`src/rtl/core/quaternion_arith_unit_assert.svh`:
```
// Assertion macros shared by the quaternion arithmetic unit.
`ifndef QUATERNION_ARITH_UNIT_ASSERT_SVH
`define QUATERNION_ARITH_UNIT_ASSERT_SVH

// Implication checked on every clock edge outside reset.
`define QAU_ASSERT_IMPLY(label, clk, rst, ante, cons, msg) \
   label: assert property (@(posedge clk) disable iff (rst) (ante) |-> (cons)) \
      else $error(msg);

// Next-cycle implication checked outside reset.
`define QAU_ASSERT_NEXT(label, clk, rst, ante, cons, msg) \
   label: assert property (@(posedge clk) disable iff (rst) (ante) |=> (cons)) \
      else $error(msg);

`endif

```
`src/rtl/core/qau_pkg.sv`:
```
// Package: types, codes and constants of the quaternion arithmetic unit.
`default_nettype none
package qau_pkg;
   localparam int DataWidth = 16;
   localparam int FracBits  = 12;
   localparam int SumWidth  = 2 * DataWidth + 2;
   localparam int QuotBits  = DataWidth + 2 * FracBits;
   localparam int RootBits  = SumWidth / 2;
   localparam int DivSteps  = QuotBits;
   localparam int RootSteps = RootBits;
   localparam int PipeDepth = 2 + DivSteps;
   localparam int QueueDepth = 4;

   typedef logic signed [DataWidth-1:0] word_type;

   typedef enum logic [2:0] {
      OP_ADD  = 3'd0,
      OP_SUB  = 3'd1,
      OP_MUL  = 3'd2,
      OP_CONJ = 3'd3,
      OP_NORM = 3'd4,
      OP_INV  = 3'd5,
      OP_NOP6 = 3'd6,
      OP_NOP7 = 3'd7
   } op_type;

   typedef struct packed {
      op_type   op;
      word_type a_w, a_x, a_y, a_z;
      word_type b_w, b_x, b_y, b_z;
   } item_type;

   typedef struct packed {
      word_type r_w, r_x, r_y, r_z;
      logic     saturated;
      logic     zero_divide;
   } result_type;

   localparam int ItemWidth   = $bits(item_type);
   localparam int ResultWidth = $bits(result_type);

   localparam logic signed [DataWidth+1:0] WordMax = (DataWidth+2)'((1 << (DataWidth-1)) - 1);
   localparam logic signed [DataWidth+1:0] WordMin = -WordMax - (DataWidth+2)'(1);

   function automatic word_type clip18(input logic signed [DataWidth+1:0] v,
                                       output logic sat);
      word_type r;
      sat = 1'b0;
      r = v[DataWidth-1:0];
      if (v > WordMax) begin
         r = WordMax[DataWidth-1:0];
         sat = 1'b1;
      end else if (v < WordMin) begin
         r = WordMin[DataWidth-1:0];
         sat = 1'b1;
      end
      return r;
   endfunction
endpackage
`default_nettype wire

```
`src/rtl/core/qau_ram.sv`:
```
// Generic memory with one write port and a registered read port.
`default_nettype none
module qau_ram #(
   parameter int Width = 8,
   parameter int Depth = 4
) (
   input  wire logic                     clock,
   input  wire logic                     wr_en,
   input  wire logic [$clog2(Depth)-1:0] wr_addr,
   input  wire logic [Width-1:0]         wr_data,
   input  wire logic [$clog2(Depth)-1:0] rd_addr,
   output logic      [Width-1:0]         rd_data
);
   logic [Width-1:0] mem_ff [Depth];

   always_ff @(posedge clock) begin
      if (wr_en) begin
         mem_ff[wr_addr] <= wr_data;
      end
      rd_data <= mem_ff[rd_addr];
   end
endmodule
`default_nettype wire

```
`src/rtl/core/qau_front.sv`:
```
// Front end: accept requests, classify them and write them into the item queue.
`default_nettype none
module qau_front (
   input  wire logic                clock,
   input  wire logic                reset,
   input  wire logic                req_tvalid,
   output logic                     req_tready,
   input  wire qau_pkg::item_type   req_item,
   output logic                     q_valid,
   input  wire logic                q_ready,
   output qau_pkg::item_type        q_item
);
   import qau_pkg::*;
   `include "quaternion_arith_unit_assert.svh"

   localparam int AddrBits = $clog2(QueueDepth);

   logic [AddrBits-1:0] wr_ptr_ff, wr_ptr_in, rd_ptr_ff, rd_ptr_in;
   logic [AddrBits:0]   count_ff, count_in;
   logic                out_valid_ff, out_valid_in;
   logic                push, pop, load;
   item_type            clean;
   item_type            rd_data;
   item_type            hold_ff, hold_in;
   logic                fresh_ff, fresh_in;

   // Unused codes become a harmless no-op with zero operands.
   always_comb begin
      clean = req_item;
      case (req_item.op)
         OP_NOP6, OP_NOP7: begin
            clean = '0;
            clean.op = OP_NOP6;
         end
         default: clean = req_item;
      endcase
   end

   assign req_tready = (count_ff < (AddrBits+1)'(QueueDepth));
   assign push = req_tvalid && req_tready;
   // Memory word goes out when the output stage is empty or draining.
   assign load = (count_ff != '0) && (!out_valid_ff || q_ready);
   assign pop  = load;

   qau_ram #(.Width(ItemWidth), .Depth(QueueDepth)) u_queue (
      .clock  (clock),
      .wr_en  (push),
      .wr_addr(wr_ptr_ff),
      .wr_data(clean),
      .rd_addr(rd_ptr_ff),
      .rd_data(rd_data)
   );

   always_comb begin
      wr_ptr_in    = push ? wr_ptr_ff + AddrBits'(1) : wr_ptr_ff;
      rd_ptr_in    = pop ? rd_ptr_ff + AddrBits'(1) : rd_ptr_ff;
      count_in     = count_ff + (AddrBits+1)'(push) - (AddrBits+1)'(pop);
      out_valid_in = load ? 1'b1 : (q_ready ? 1'b0 : out_valid_ff);
      fresh_in     = load;
      hold_in      = fresh_ff ? rd_data : hold_ff;
   end

   // Read data lands in the cycle after the pop; a write to the same slot
   // in the pop cycle cannot happen since the slot was already occupied.
   assign q_item  = fresh_ff ? rd_data : hold_ff;
   assign q_valid = out_valid_ff;

   always_ff @(posedge clock) begin
      if (reset) begin
         wr_ptr_ff    <= '0;
         rd_ptr_ff    <= '0;
         count_ff     <= '0;
         out_valid_ff <= 1'b0;
         fresh_ff     <= 1'b0;
      end else begin
         wr_ptr_ff    <= wr_ptr_in;
         rd_ptr_ff    <= rd_ptr_in;
         count_ff     <= count_in;
         out_valid_ff <= out_valid_in;
         fresh_ff     <= fresh_in;
      end
      hold_ff <= hold_in;
   end

   `QAU_ASSERT_IMPLY(a_no_overfill, clock, reset, 1'b1,
      count_ff <= (AddrBits+1)'(QueueDepth), "item queue overfilled")
   `QAU_ASSERT_IMPLY(a_pop_nonempty, clock, reset, pop, count_ff != '0,
      "pop from empty item queue")
   `QAU_ASSERT_NEXT(a_load_valid, clock, reset, load, q_valid,
      "loaded item not presented")
endmodule
`default_nettype wire

```
`config.mk`:
```
export PLATFORM = sky130hd
export DESIGN_NAME = qau_front
export DESIGN_NICKNAME = d
export VERILOG_FILES = /design/src/rtl/core/qau_pkg.sv /design/src/rtl/core/qau_ram.sv /design/src/rtl/core/qau_front.sv
export VERILOG_INCLUDE_DIRS = /design/src /design/src/rtl/core
export SDC_FILE = /design/constraint.sdc
export NUM_CORES = 1
export LEC_CHECK = 0
export ABC_AREA = 0
export BUFFER_PORTS_ARGS = -buffer_cell sky130_fd_sc_hd__buf_2
export CAP_MARGIN = 20
export CORE_MARGIN = 4
export CORE_UTILIZATION = 55
export DETAILED_ROUTE_END_ITERATION = 10
export PLACE_DENSITY_LB_ADDON = 0.3
export SLEW_MARGIN = 20
export SYNTH_ARGS = -nofsm -noshare
export SYNTH_HDL_FRONTEND = slang
export SYNTH_SLANG_ARGS = --single-unit
export TNS_END_PERCENT = 20
```
`constraint.sdc`:
```
create_clock -name clock -period 6.8 [get_ports clock]
set_input_delay 1.36 -clock clock [delete_from_list [all_inputs] [get_ports clock]]
set_output_delay 1.36 -clock clock [all_outputs]
set_load 0.1 [all_outputs]
```
# Word level (Yosys, flattened, before mapping)
# Memories as Yosys holds them, arrays and structs flattened. A register that Yosys moved wholly into a read port is not among the register bits.
# Cells that the tools add are included.
# word_totals
in_bits,135
reg_bits,140
ramBits,524
output_inout_bits,133
wordCells,35
memories,1
# mem_list
memory,words,width,read_ports,rd_clocked_by_memory_dff,write_ports,line,source
u_queue.mem_ff,4,131,1,1,1,qau_ram.sv:14,logic [Width-1:0] mem_ff [Depth];
# op_classes
mux,6
n_lt_le_gt_ge,1
eq_ne,2
reduce_logical,7
addsub,4
# op_table
cell,count
2-to-1 mux 131 bit,2
equality test 3 bit (second input constant),2
adder 2 x 1 -> 2 bit (second input constant),2
2-to-1 mux 1 bit,4
adder 3 x 1 -> 3 bit,1
less-than comparator 3 bit (second input constant),1
nonzero test 3 bit,1
subtractor 3 x 1 -> 3 bit,1
logical AND 1 bit,2
nonzero test 2 bit,1
OR reduction 2 bit,1
zero test 1 bit,1
logical OR 1 bit,1

# Longest topological paths before layout
# logic_depth
word_depth,4
ltp_mapped,10

# Modules after synthesis
# Synthesis repeated with hierarchy kept, for this count alone.
# hier_totals
hier_cells,1285
area_unflattened_um2,27425.1
# modules_own_cells
mod,n_inst,seq_area_each_um2,area_per_inst_um2,cells_per_inst
qau_ram,1,18357.6,21555.7,820
qau_front,1,2802.7,5869.4,465

# Least setup slack after synthesis
# OpenSTA, ideal clock, no wires.
# synth_path
path_kind,input-to-reg
from,input req_tvalid
to,memory u_queue.mem_ff[0][0] in the netlist's numbering (enable)
t_arrival_ns,4.746
stages,3
path_slack_ns,1.549
t_required_ns,6.294
n_path_buf,1
path_cell_list,nor2b_1 > clkbuf_1 > and2_1
# synth_between
elab_chain_len,3
# synth_lines
item,line,source
from (decl),qau_front.sv:6,"input wire logic req_tvalid,"
logical AND 1 bit,qau_front.sv:40,assign push = req_tvalid && req_tready;
2-to-1 mux 1 bit,qau_ram.sv:17,if (wr_en) begin
2-to-1 mux 1 bit (not written as such),qau_ram.sv:18,mem_ff[wr_addr] <= wr_data;
to (decl),qau_ram.sv:14,
# No other way between the ends.

==> run summary <==
The run finished with clean final reports. A synthesized cell averages 20.9 um^2. The post-synthesis sequential area ratio was 0.783; the setup-violating endpoint count in the final report was 0. The die covers 52700 um^2. Clock tree buffer depth: 3. The dominant synthesized flop cell is sky130_fd_sc_hd__edfxtp_1. Nature of the critical path startpoint: a flip-flop. The number of hold buffers added after CTS was 0.

On the worst path, the slowest cell contributes a delay of 740 ps. Number of vias per cell: 5.36. The floorplan die height was 230 um; the first-pass GRT wire length was 76.7 mm. Buffers added to address setup during post-CTS repair amount to 0.

In this run the clock root is driven by a sky130_fd_sc_hd__clkbuf_16. The startpoint identified for the worst register-to-register timing path is count_ff[2]. The reg-to-reg critical path endpoint was u_queue.mem_ff[2][67]. For the antenna diode instance count, the log shows 0. After detailed routing, the total wire length is 49.8 mm.

Adding up every negative setup slack in the final design gives 0 ps. The floorplan core area was 48100 um^2; the count of unresolved DRC violations after routing was 0. The tools report the number of placed instances, taps included as 2163.

The post-layout minimum cycle time was 4150 ps; the number of antenna violations at the first check in global routing was 3. The largest fanout on the critical path was 46; the number of buffers inserted during clock tree synthesis was 78. Counting flops and latches in the post-synthesis netlist gives 795. The port buffer count came out at 267.

The slowest stage of the critical path belongs to the cell sky130_fd_sc_hd__dfxtp_4. Clock skew on the completed layout was measured at 20.6 ps. The HPWL after detailed placement is 28.3 mm. The wire length per cell was 21.6 um; the headroom to the max-slew limit was 0.378. TritonCTS built the clock tree. By area the synthesized netlist is led by sky130_fd_sc_hd__edfxtp_1 58%, sky130_fd_sc_hd__dfxtp_1 20%, sky130_fd_sc_hd__mux4_2 11%. Ranked by instance count, the synthesized netlist is headed by 524 x sky130_fd_sc_hd__edfxtp_1, 271 x sky130_fd_sc_hd__dfxtp_1, 133 x sky130_fd_sc_hd__and2_1, 132 x sky130_fd_sc_hd__mux2_2, 131 x sky130_fd_sc_hd__mux4_2. The final global-route overflow total came out at 0. In this run the cell area of the synthesized design comes to 27000 um^2. At the worst endpoint, the arrival time is 2790 ps. Yosys mapped the design onto 22 distinct sky130hd cell types. The register-to-register setup slack came out at 4360 ps.

The number of nets with antenna violations after detailed routing came out at 0. The max-cap check violation count is 0. The tree built by TritonCTS fans out to 795 sinks.

In this run, the number of DRC markers left after iteration 0 of detailed routing was 880. Entering global routing, the biggest net connects 132 pins. The all-layer global routing usage is 0.190. Synthesis produced a netlist with a net count of 1433. The logs give 12903 for the number of global-route vias before repair and 0.561 for the starting utilization of the core area. The worst hold path begins at hold_ff[123]. Hold path depth: 1. The biggest area contributor in the post-synthesis netlist is sky130_fd_sc_hd__edfxtp_1. Count of final hold-check violations: 0.

The run gives 12359 as the detailed-route via count. From left edge to right edge, the die measures 230 um. The run gives 0 as the final count of pins violating max slew.

The post-route clock period utilization works out to 0.610. The worst setup path is captured at a primary output. The area growth from synthesis to layout is 16.6%. The warning count from the yosys run is 0. The synthesized design contains 524 enable-type register cells.

Counting cells, the worst reg-to-reg path comes to 3. The critical path goes through buf_4, mux2_2, buf_2. Area share of the largest cell type after synthesis: 0.582. Derived from the worst setup path, the maximum achievable clock frequency is 241 MHz. Clock-pin slew was measured on the worst setup and hold paths at 60 ps. Worst-case hold path end point: hold_ff[123]. The count of pins on the block boundary was 268. The tools report the number of iterations in the first detailed-routing pass as 5. For the global placer's final weighted congestion, the log shows 0.715. Setup repair after global routing left no endpoint under its margin.

The dominant cell by count in the synthesized netlist is sky130_fd_sc_hd__edfxtp_1. Fraction of synthesis flops using an asynchronous set or reset pin: 0. The total number of placement rows is 80.

The class of the tightest hold or removal check was reg2reg. Post-CTS repair changed the size of 0 cells. The level count of the clock H-tree is 3, and the filler-free cell count of the finished design is 2307. The share of post-route cells with drive strength above 1 was 0.403.

The number of nets in the final layout is 1729. The critical path is of the reg2out type. At the pin with the least slew margin, the transition time is 933 ps. The clock insertion delay at the later pin of the skew report was 600 ps; the required time at the worst-slack endpoint was 5440 ps.

The cell count after synthesis came out at 1291.
[layer usage]
layer	vias to the layer above	wire length, um	GRT usage
li1	5566	-	-
met1	6374	21600	0.271
met2	323	24300	0.300
met3	90	2750	0.0444
met4	6	1130	0.0538
met5	-	32	0
[kinds of logic (layout without fill, tap and decap cells)]
family | count (synthesis) | in the layout | synth area share
AO/OA/AOI/OAI | 2 | 2 | 0.000370
XOR/XNOR | 3 | 3 | 0.000972
adder cells (fa/ha/maj) | 7 | 7 | 0.00352
buffers and inverters | 70 | 430 | 0.0136
flip-flops | 795 | 795 | 0.783
multiplexers | 264 | 264 | 0.165
AND/OR/NAND/NOR | 150 | 150 | 0.0340
[critical path: cells and delay by family (launching register included)]
kind | cells | cell delay [ps]
flops | 1 | 740
buf+inv | 2 | 1090
mux | 1 | 300
[worst max path at each step]
stage               startpoint               endpoint  slack [ps]  cells past startpoint
finish                fresh_ff             q_item[61]        2650                      3
global route          fresh_ff             q_item[57]        2500                      3
CTS                   fresh_ff             q_item[62]        2560                      3
detailed placement  req_tvalid  u_queue.mem_ff[2][64]        3230                      4
global placement    req_tvalid  u_queue.mem_ff[2][64]        3280                      4
floorplan           req_tvalid   u_queue.mem_ff[0][0]        1550                      3
[registers in the layout (all words and copies together) (netlist names)]
signal	count
q_valid	1
u_queue.mem_ff	524
wr_ptr_ff	2
count_ff	3
fresh_ff	1
u_queue.rd_data	131
rd_ptr_ff	2
hold_ff	131
[layout by cell type, fill, tap and decap left out]
cell type / count
sky130_fd_sc_hd__mux2i_1: 1
sky130_fd_sc_hd__clkinv_1: 9
sky130_fd_sc_hd__dfxtp_4: 3
sky130_fd_sc_hd__inv_4: 1
sky130_fd_sc_hd__nor2b_1: 6
sky130_fd_sc_hd__mux4_2: 131
sky130_fd_sc_hd__o21ai_0: 1
sky130_fd_sc_hd__nand2_4: 1
sky130_fd_sc_hd__ha_1: 6
sky130_fd_sc_hd__clkinv_4: 2
sky130_fd_sc_hd__and2_4: 4
sky130_fd_sc_hd__edfxtp_1: 524
sky130_fd_sc_hd__buf_4: 8
sky130_fd_sc_hd__inv_1: 7
sky130_fd_sc_hd__mux2_2: 132
sky130_fd_sc_hd__buf_2: 267
sky130_fd_sc_hd__nor3b_1: 1
sky130_fd_sc_hd__xnor2_1: 3
sky130_fd_sc_hd__dfxtp_1: 268
sky130_fd_sc_hd__inv_6: 2
sky130_fd_sc_hd__nor3_1: 2
sky130_fd_sc_hd__clkbuf_16: 83
sky130_fd_sc_hd__and2_1: 129
sky130_fd_sc_hd__buf_12: 4
sky130_fd_sc_hd__clkinv_8: 2
sky130_fd_sc_hd__or3_1: 1
sky130_fd_sc_hd__fa_1: 1
sky130_fd_sc_hd__clkinv_2: 13
sky130_fd_sc_hd__clkbuf_8: 13
sky130_fd_sc_hd__a21oi_1: 1
sky130_fd_sc_hd__nor2_1: 6
sky130_fd_sc_hd__clkbuf_1: 19
[stage by stage]
step | util | setup slack (ps) | hold WS (ps) | cell area [um^2]
after global placement | 0.603 | 3280 | 452 | 29000
after global routing | 0.654 | 2500 | 478 | 31500
after CTS | 0.654 | 2560 | 470 | 31500
after floorplan | - | 1550 | 514 | 27000
final | 0.654 | 2650 | 468 | 31500
after detailed placement | 0.603 | 3230 | 455 | 29000
[area by class of cell]
| type | instances | area [um^2] |
|---|---|---|
| flip-flops and latches | 795 | 21200 |
| fillers | 3243 | 16600 |
| multi-input cells | 426 | 5520 |
| clock buffers | 115 | 2330 |
| repair buffers | 279 | 1480 |
| well taps | 656 | 821 |
| clock inverters | 29 | 173 |
| inverters | 7 | 26.3 |
Power is not shown: default switching activity piles up to over one toggle a cycle in this logic, so the estimate is an artifact.
